File: config.mk
export PLATFORM = sky130hd
export DESIGN_NAME = rgb_to_hsl_convert
export DESIGN_NICKNAME = d
export VERILOG_FILES = /design/src/hdl/rthc_pkg.sv /design/src/hdl/rgb_to_hsl_convert.sv /design/src/hdl/rthc_front.sv /design/src/hdl/rthc_div_stage.sv /design/src/hdl/rthc_back.sv
export SDC_FILE = /design/constraint.sdc
export NUM_CORES = 1
export LEC_CHECK = 0
export CAP_MARGIN = 20
export CORE_MARGIN = 2
export CORE_UTILIZATION = 55
export CTS_CLUSTER_DIAMETER = 80
export DETAILED_ROUTE_END_ITERATION = 16
export DONT_BUFFER_PORTS = 1
export PLACE_DENSITY = 0.73
export SYNTH_ARGS = -nofsm -noshare
export SYNTH_HDL_FRONTEND = slang
export SYNTH_SLANG_ARGS = --single-unit
File: constraint.sdc
create_clock -name clock -period 14.35 [get_ports clock]
set_input_delay 0.7175 -clock clock [delete_from_list [all_inputs] [get_ports clock]]
set_output_delay 0.7175 -clock clock [all_outputs]
set_load 0.01 [all_outputs]
File: src/hdl/rthc_pkg.sv
// shared types and constants for the rgb to hsl converter
package rthc_pkg;

   localparam int CHAN_W     = 8;
   localparam int PIXEL_W    = 24;
   localparam int HUE_W      = 9;
   localparam int PCT_W      = 7;
   localparam int SUM_W      = 9;
   localparam int DIV_W      = 16;
   localparam int DIV_STEPS  = 7;
   localparam int QUO_W      = DIV_STEPS;

   localparam int FULL_SCALE = 510;
   localparam int HALF_SCALE = 255;
   localparam int PCT_SCALE  = 100;
   localparam int DEG_SCALE  = 60;
   localparam int HUE_GREEN  = 120;
   localparam int HUE_BLUE   = 240;
   localparam int HUE_WRAP   = 360;

   // floor(sum * 100 / 510) == (sum * LIT_RECIP) >> LIT_SHIFT for sum <= 510
   localparam int LIT_RECIP  = 51410;
   localparam int LIT_SHIFT  = 18;
   localparam int LIT_PROD_W = 25;

   typedef enum logic [1:0] {
      SECTOR_GRAY,
      SECTOR_RED,
      SECTOR_GREEN,
      SECTOR_BLUE
   } sector_type;

   typedef struct packed {
      logic [DIV_W-1:0] rem;
      logic [DIV_W-1:0] dsh;
      logic [QUO_W-1:0] quo;
   } div_type;

   typedef struct packed {
      sector_type       sector;
      logic             neg;
      logic [PCT_W-1:0] lit;
      div_type          hue;
      div_type          sat;
   } pipe_type;

endpackage

File: src/hdl/rgb_to_hsl_convert.sv
// top level of the pipelined rgb to hsl converter
// Converts one packed RGB pixel (red 23:16, green 15:8, blue 7:0) to integer
// hue in degrees (0..360), saturation and lightness in percent (0..100).
// The pipeline is nine register stages deep: operand setup, seven restoring
// division steps that produce the hue and saturation quotients side by side,
// and the result register. A new pixel is taken every cycle while rsp_ready
// keeps the pipeline moving. Each stage holds its item while the next one is
// full and stalled; the ready chain runs combinationally back through all
// stages, so a stall at rsp_ready reaches req_ready in the same cycle once
// every stage is full, and empty stages keep filling.
module rgb_to_hsl_convert (
   input  logic                        clock,
   input  logic                        reset,
   input  logic                        req_valid,
   output logic                        req_ready,
   input  logic [rthc_pkg::PIXEL_W-1:0] req_pixel_color,
   output logic                        rsp_valid,
   input  logic                        rsp_ready,
   output logic [rthc_pkg::HUE_W-1:0]   rsp_hue_degrees,
   output logic [rthc_pkg::PCT_W-1:0]   rsp_saturation_pct,
   output logic [rthc_pkg::PCT_W-1:0]   rsp_lightness_pct
);
   import rthc_pkg::*;

   pipe_type stage_data  [DIV_STEPS+1];
   logic     stage_valid [DIV_STEPS+1];
   logic     stage_ready [DIV_STEPS+1];

   rthc_front u_front (
      .clock       (clock),
      .reset       (reset),
      .in_valid    (req_valid),
      .in_ready    (req_ready),
      .pixel_color (req_pixel_color),
      .out_valid   (stage_valid[0]),
      .out_ready   (stage_ready[0]),
      .out_data    (stage_data[0])
   );

   for (genvar i = 0; i < DIV_STEPS; i++) begin : g_div
      rthc_div_stage u_div (
         .clock     (clock),
         .reset     (reset),
         .in_valid  (stage_valid[i]),
         .in_ready  (stage_ready[i]),
         .in_data   (stage_data[i]),
         .out_valid (stage_valid[i+1]),
         .out_ready (stage_ready[i+1]),
         .out_data  (stage_data[i+1])
      );
   end

   rthc_back u_back (
      .clock          (clock),
      .reset          (reset),
      .in_valid       (stage_valid[DIV_STEPS]),
      .in_ready       (stage_ready[DIV_STEPS]),
      .in_data        (stage_data[DIV_STEPS]),
      .out_valid      (rsp_valid),
      .out_ready      (rsp_ready),
      .hue_degrees    (rsp_hue_degrees),
      .saturation_pct (rsp_saturation_pct),
      .lightness_pct  (rsp_lightness_pct)
   );

endmodule

File: src/hdl/rthc_front.sv
// first stage: max, min, sector, division operands and lightness
module rthc_front (
   input  logic                        clock,
   input  logic                        reset,
   input  logic                        in_valid,
   output logic                        in_ready,
   input  logic [rthc_pkg::PIXEL_W-1:0] pixel_color,
   output logic                        out_valid,
   input  logic                        out_ready,
   output rthc_pkg::pipe_type          out_data
);
   import rthc_pkg::*;

   logic [CHAN_W-1:0]     red, green, blue, hi, lo, delta, mag, den;
   logic [SUM_W-1:0]      sum, light_den;
   logic [LIT_PROD_W-1:0] lit_prod;
   logic                  neg;
   sector_type            sector;
   pipe_type              data_in;
   pipe_type              data_ff;
   logic                  valid_ff;

   always_comb begin
      red   = pixel_color[23:16];
      green = pixel_color[15:8];
      blue  = pixel_color[7:0];
      hi    = red;
      lo    = red;
      if (green > hi) hi = green;
      if (blue > hi) hi = blue;
      if (green < lo) lo = green;
      if (blue < lo) lo = blue;
      delta = hi - lo;
      sum   = SUM_W'(hi) + SUM_W'(lo);

      if (delta == '0) begin
         sector = SECTOR_GRAY;
      end else if (hi == red) begin
         sector = SECTOR_RED;
      end else if (hi == green) begin
         sector = SECTOR_GREEN;
      end else begin
         sector = SECTOR_BLUE;
      end

      case (sector)
         SECTOR_RED: begin
            neg = green < blue;
            mag = neg ? blue - green : green - blue;
         end
         SECTOR_GREEN: begin
            neg = blue < red;
            mag = neg ? red - blue : blue - red;
         end
         SECTOR_BLUE: begin
            neg = red < green;
            mag = neg ? green - red : red - green;
         end
         default: begin
            neg = 1'b0;
            mag = '0;
         end
      endcase

      light_den = SUM_W'(FULL_SCALE) - sum;
      den       = (sum > SUM_W'(HALF_SCALE)) ? light_den[CHAN_W-1:0] : sum[CHAN_W-1:0];
      lit_prod  = LIT_PROD_W'(sum) * LIT_PROD_W'(LIT_RECIP);

      data_in.sector  = sector;
      data_in.neg     = neg;
      data_in.lit     = lit_prod[LIT_SHIFT +: PCT_W];
      data_in.hue.rem = DIV_W'(mag) * DIV_W'(DEG_SCALE);
      data_in.hue.dsh = DIV_W'(delta) << (DIV_STEPS - 1);
      data_in.hue.quo = '0;
      data_in.sat.rem = DIV_W'(delta) * DIV_W'(PCT_SCALE);
      data_in.sat.dsh = DIV_W'(den) << (DIV_STEPS - 1);
      data_in.sat.quo = '0;
   end

   assign in_ready  = !valid_ff || out_ready;
   assign out_valid = valid_ff;
   assign out_data  = data_ff;

   always_ff @(posedge clock) begin
      if (reset) begin
         valid_ff <= 1'b0;
      end else if (in_ready) begin
         valid_ff <= in_valid;
      end
   end

   always_ff @(posedge clock) begin
      if (in_ready && in_valid) begin
         data_ff <= data_in;
      end
   end

endmodule

File: src/hdl/rthc_div_stage.sv
// one restoring division step for hue and saturation
module rthc_div_stage (
   input  logic               clock,
   input  logic               reset,
   input  logic               in_valid,
   output logic               in_ready,
   input  rthc_pkg::pipe_type in_data,
   output logic               out_valid,
   input  logic               out_ready,
   output rthc_pkg::pipe_type out_data
);
   import rthc_pkg::*;

   pipe_type data_in;
   pipe_type data_ff;
   logic     valid_ff;

   always_comb begin
      data_in = in_data;
      if (in_data.hue.rem >= in_data.hue.dsh) begin
         data_in.hue.rem = in_data.hue.rem - in_data.hue.dsh;
         data_in.hue.quo = {in_data.hue.quo[QUO_W-2:0], 1'b1};
      end else begin
         data_in.hue.quo = {in_data.hue.quo[QUO_W-2:0], 1'b0};
      end
      data_in.hue.dsh = in_data.hue.dsh >> 1;

      if (in_data.sat.rem >= in_data.sat.dsh) begin
         data_in.sat.rem = in_data.sat.rem - in_data.sat.dsh;
         data_in.sat.quo = {in_data.sat.quo[QUO_W-2:0], 1'b1};
      end else begin
         data_in.sat.quo = {in_data.sat.quo[QUO_W-2:0], 1'b0};
      end
      data_in.sat.dsh = in_data.sat.dsh >> 1;
   end

   assign in_ready  = !valid_ff || out_ready;
   assign out_valid = valid_ff;
   assign out_data  = data_ff;

   always_ff @(posedge clock) begin
      if (reset) begin
         valid_ff <= 1'b0;
      end else if (in_ready) begin
         valid_ff <= in_valid;
      end
   end

   always_ff @(posedge clock) begin
      if (in_ready && in_valid) begin
         data_ff <= data_in;
      end
   end

endmodule

File: src/hdl/rthc_back.sv
// last stage: sector offset, gray override and result register
module rthc_back (
   input  logic                      clock,
   input  logic                      reset,
   input  logic                      in_valid,
   output logic                      in_ready,
   input  rthc_pkg::pipe_type        in_data,
   output logic                      out_valid,
   input  logic                      out_ready,
   output logic [rthc_pkg::HUE_W-1:0] hue_degrees,
   output logic [rthc_pkg::PCT_W-1:0] saturation_pct,
   output logic [rthc_pkg::PCT_W-1:0] lightness_pct
);
   import rthc_pkg::*;

   logic [HUE_W-1:0] q9, base, hue_in, hue_ff;
   logic [PCT_W-1:0] sat_in, sat_ff, lit_ff;
   logic             valid_ff;

   always_comb begin
      q9     = HUE_W'(in_data.hue.quo);
      sat_in = in_data.sat.quo;
      case (in_data.sector)
         SECTOR_RED:   base = in_data.neg ? HUE_W'(HUE_WRAP) : '0;
         SECTOR_GREEN: base = HUE_W'(HUE_GREEN);
         SECTOR_BLUE:  base = HUE_W'(HUE_BLUE);
         default:      base = '0;
      endcase
      hue_in = in_data.neg ? base - q9 : base + q9;
      if (in_data.sector == SECTOR_GRAY) begin
         hue_in = '0;
         sat_in = '0;
      end
   end

   assign in_ready       = !valid_ff || out_ready;
   assign out_valid      = valid_ff;
   assign hue_degrees    = hue_ff;
   assign saturation_pct = sat_ff;
   assign lightness_pct  = lit_ff;

   always_ff @(posedge clock) begin
      if (reset) begin
         valid_ff <= 1'b0;
      end else if (in_ready) begin
         valid_ff <= in_valid;
      end
   end

   always_ff @(posedge clock) begin
      if (in_ready && in_valid) begin
         hue_ff <= hue_in;
         sat_ff <= sat_in;
         lit_ff <= in_data.lit;
      end
   end

endmodule

== After elaboration in Yosys (flattened, before gate mapping) ==
Index checks and enable logic that the tools add are counted.
Word-level totals
  bits in registers: 496
  memories: 0
  latch bits: 0
  bits in read-only memories: 0
  output and inout port bits: 25
  word-level logic and storage cells: 207
  bits of input ports: 28
  bits in writable memories: 0
Operators by class
  magnitude comparators: 22
  div/mod/pow operators: 0
  bitwise gates (word level): 0
  $mul: 3
  muxes and demuxes: 42
  $add $sub $neg: 23
  reductions and logical operators: 29
  shifts and indexed selects: 0
  equal/unequal tests: 8
Operators by type and width (count)
  $mux 16: 10
  $mux 8: 8
  $sub 8x8->8: 7
  $lt 8x8->1: 5
  $ge 16x10->1: 2
  $ge 16x11->1: 2
  $ge 16x12->1: 2
  $ge 16x13->1: 2
  $ge 16x8->1: 2
  $ge 16x9->1: 2
  $sub 16x10->16: 2
  $sub 16x11->16: 2
  $sub 16x12->16: 2
  $sub 16x13->16: 2
  $sub 16x9->16: 2
  $pmux 9 s3: 1
  $mul 9x15->24 const B: 1
  $pmux 8 s3: 1
  $mux 9: 2
  $eq 8x8->1: 2
  $gt 8x8->1: 2
  $sub 15x14->16: 1
  $ge 15x14->1: 1
  $mux 1: 15
  other kinds (20): 49

== Depth between registers and ports, before layout ==
  depth in word-level cells: 11
  depth in mapped cells: 49
  depth with buffers taken out: 46

== Cells and area by module ==
Synthesis repeated with hierarchy kept, for this count alone.
Unflattened totals
  cell total of the unflattened synthesis: 4131
  area total of the unflattened synthesis: 44981.9 um^2
Modules (own cells, without submodules)
  rthc_div_stage at g_div[0].u_div ...: cells each 445, times used 5, area each 4977.3 um^2, sequential area each 2602.5 um^2
  rthc_div_stage at g_div[1].u_div ...: cells each 424, times used 2, area each 5039.8 um^2, sequential area each 2602.5 um^2
  rthc_front: cells each 938, times used 1, area each 8654.6 um^2, sequential area each 1431.4 um^2
  rthc_back: cells each 120, times used 1, area each 1361.3 um^2, sequential area each 710.7 um^2

== Worst setup path before layout ==
No wires, ideal clock.
  path type: input -> register
  from: in req_pixel_color[14] in the netlist's numbering
  to: reg u_front.data_ff (netlist bit u_front.out_data[84]) (data pin)
  stages on the path: 39
  path buffers: 3
  required time: 14.092 ns
  setup time: 0.258 ns
  arrival time: 8.992 ns
  setup slack: 5.101 ns
  cell sequence: clkbuf_1 -> inv_1 -> ha_1 -> o21ai_0 -> o21ba_2 -> a21boi_1 -> clkbuf_1 -> nor2_1 -> a21oi_1 -> ha_1 -> and3_2 -> a221o_1 -> a21o_2 -> nand2_1 -> clkbuf_1 -> a21boi_0 -> ha_1 -> a21o_1 -> [... 3 more ...] -> o21ai_0 -> a21oi_1 -> xnor2_1 -> ha_1 -> fa_1 -> inv_1 -> fa_1 -> inv_1 -> ha_1 -> ha_1 -> a21o_1 -> a22o_1 -> a31oi_1 -> o221ai_1 -> a41oi_1 -> a21oi_1 -> a21oi_1 -> xnor2_1
RTL lines
  start: declaration: line rgb_to_hsl_convert.sv:16  | input logic [rthc_pkg::PIXEL_W-1:0] req_pixel_color,
  end signal: assignment: line rthc_front.sv:94  | data_ff <= data_in;
  end: declaration: line rthc_front.sv:20  | pipe_type data_ff;

==> metrics.txt <==
latest clock arrival within the worst-skew pair 540 ps; worst hold path depth 1; P_int 4.26 mW; critical path arrival 10230 ps; GRT overflow 0; first drt pass iteration count 5; top cells by count, synth edfxtp_1, inv_1, ha_1, nor2_1, a21oi_1; most common cell in the netlist edfxtp_1; total net switching power 2.77 mW; GRT Overall Usage 19.5%; IR drop worst, VDD 289 uV; setup slack, reg-to-reg 10890 ps; Slew headroom 28.3%; Vias 17400; Final Setup Violations 0; Longest Clk Path Bufs 3; crit share post-route 69.2%; Worst Tran Pin Value 1070 ps; ANT nets after route 0; first-pass GRT wire length 84300 um; pwr/cell area 233 nW/um2; ant diodes 0; Post-synth EDFFs 453; Setup crit end kind flip-flop; Slew Viols, Final 0; Crit Path Class in -> reg; layout cells sized above 1 5.51%; final hold vios 0; part of the power in registers 27.4%; Synth Net Count 2820; top cells by area, synth edfxtp_1, ha_1, inv_1; IO Count 53; critical register-to-register path startpoint g_div[3].u_div.out_data[48]; IO buf count 0; Die Span Y 229 um; TritonCTS Sinks 462; CTS tree built; Hold Crit Start reset; CP max-delay cell a21boi_1; drt initial violations 801; FMAX 101 MHz; initial antenna violation count 0; most used cell, CP a21oi_1; Clk pwr share 15.3%; Worst R2R End g_div[4].u_div.out_data[36]; Post-CTS Resized 0; number of fillers in the final layout 3954; final setup skew 9.85 ps; hold_ws 239 ps; maxcap violations 0; Bufs and invs on worst path 3; Initial Utilization 55.7%; dominant synthesized flop cell edfxtp_1; Routed WL 50700 um; core region area 50100 um2; Syn Std Cell Area 27900 um2; minimum clock period 9930 ps; register area share after synthesis 49.4%; Die X 229 um; RD Place Congestion 0.921; Cells after Synth 2434; WL/cell 16.1 um; worst-case reg-to-reg path depth 13; num rows 82; Hold WC Path Type in -> reg; Worst-path clk slew 60 ps; YS warnings 0; full die area 52500 um2; H-tree lvl count 2; Worst setup SP type input port; setup repair after global routing missed its margin false; CP top delay family compound AO/OA/AOI/OAI gates; status complete, no violations; ys async rst share 0%; via/cell ratio 5.50; detailed placement HPWL 39600 um; Min-Delay Endpoint g_div[2].u_div.out_valid; distinct cell type count after synthesis 84; Leak 12.4 nW; Inserted Clock Buffers 42; # DRC 0; Root Driver clkbuf_16; slowest cell delay on critical path 800 ps; setup_tns 0 ps; most area-hungry cell type in the Yosys netlist edfxtp_1; WP data required 14650 ps; Synth top area share 48.8%; Hold-fix buffers, CTS 0; switching share of power 39.4%; Gate power share 57.2%; vias in the first global route 17700; Setup Buffers After CTS 0; crit path max fanout 13; #FFs+latches synth 462; nets@finish 2841; Area Growth Syn to Fin 8.01%; largest net degree at the start of global routing 69; syn_area_per_cell 11.5 um2
==> state kept, by name (all words and copies together), names as in the netlist <==
register	count
u_front.out_data	48
u_back.hue_degrees	9
u_back.out_valid	1
u_front.out_valid	1
g_div.u_div.out_valid	7
u_back.saturation_pct	7
u_back.lightness_pct	7
g_div.u_div.out_data	382
==> area by class of cell <==
type	count	area (um2)	area share, %
clock buffers	57	1190	3.96
clock inverters	18	160	0.532
inverters	316	1190	3.94
well taps	672	841	2.79
multi-input cells	1618	12800	42.6
repair buffers	15	136	0.453
flip-flops and latches	462	13800	45.8
==> cells by family (layout without fill, tap and decap cells) <==
group                      count (synthesis)  after routing  share of synthesized area, %
and+or+nand+nor                          559            559                          10.0
AOI/OAI and AO/OA                        471            471                          10.6
DFF                                      462            462                          49.4
adders and majority gates                358            358                          17.4
buffers and inverters                    354            406                          4.94
xor gates and xnor gates                 159            159                          4.99
muxes                                     71             71                          2.65
==> worst max path at each step <==
stage / start / to / slack [ps] / cells past startpoint
3_3_place_gp: req_pixel_color[13] / u_front.out_data[84] / 4270 / 35
4_1_cts: req_pixel_color[17] / u_front.out_data[84] / 4490 / 35
6_report: req_pixel_color[17] / u_front.out_data[84] / 4420 / 35
5_1_grt: req_pixel_color[13] / u_front.out_data[84] / 3680 / 35
2_1_floorplan: req_pixel_color[14] / u_front.out_data[84] / 5100 / 39
3_5_place_dp: req_pixel_color[17] / u_front.out_data[84] / 3920 / 35
==> power by group through the flow <==
stage | registers (mW) | clock network, mW | logic (mW)
final | 1.93 | 1.08 | 4.02
after global routing | 1.94 | 1.15 | 4.59
after CTS | 1.93 | 1.10 | 4.04
after detailed placement | 1.96 | 0 | 4.00
after global placement | 1.95 | 0 | 3.80
after floorplan | 1.93 | 0 | 3.13
==> metrics by stage <==
stage          instance area (um2)  std cells  total power [mW]  util, %  setup WS [ps]
5_1_grt                      30100       3158              7.69     60.1           3680
2_1_floorplan                27900       2434              5.05        -           5100
4_1_cts                      30100       3155              7.07     60.1           4490
6_report                     30100       3158              7.03     60.1           4420
3_3_place_gp                 28700       3080              5.75     57.4           4270
3_5_place_dp                 28700       3080              5.95     57.4           3920
==> layer usage <==
layer | up-vias | track usage [%] | share of wire (%)
met5 | - | 0 | 0
li1 | 8710 | - | -
met2 | 361 | 36.9 | 52
met4 | 0 | 6.94 | 3.4
met3 | 118 | 2.79 | 3.9
met1 | 8190 | 22.2 | 40
==> layout by cell type, fill, tap and decap left out, types with 12 or more instances in the layout <==
master,Yosys,routed
inv_1,315,315
o21bai_1,21,21
nand2b_1,38,38
nand3_1,40,40
o31ai_1,21,21
fa_1,49,49
nor2b_1,50,46
o21ai_0,110,110
mux2i_1,49,49
a31oi_1,14,12
xor2_1,71,71
xnor2_1,88,88
ha_1,309,309
nand4_1,22,22
a21o_1,43,43
buf_4,1,13
a21boi_0,20,17
nor2_1,162,162
nor4_1,23,23
nand2_1,124,124
edfxtp_1,453,453
clkbuf_16,0,45
o21a_1,15,15
nor3_1,33,32
mux2_2,22,22
a21oi_1,157,157
Note: power is estimated with default switching activity, not from simulation.
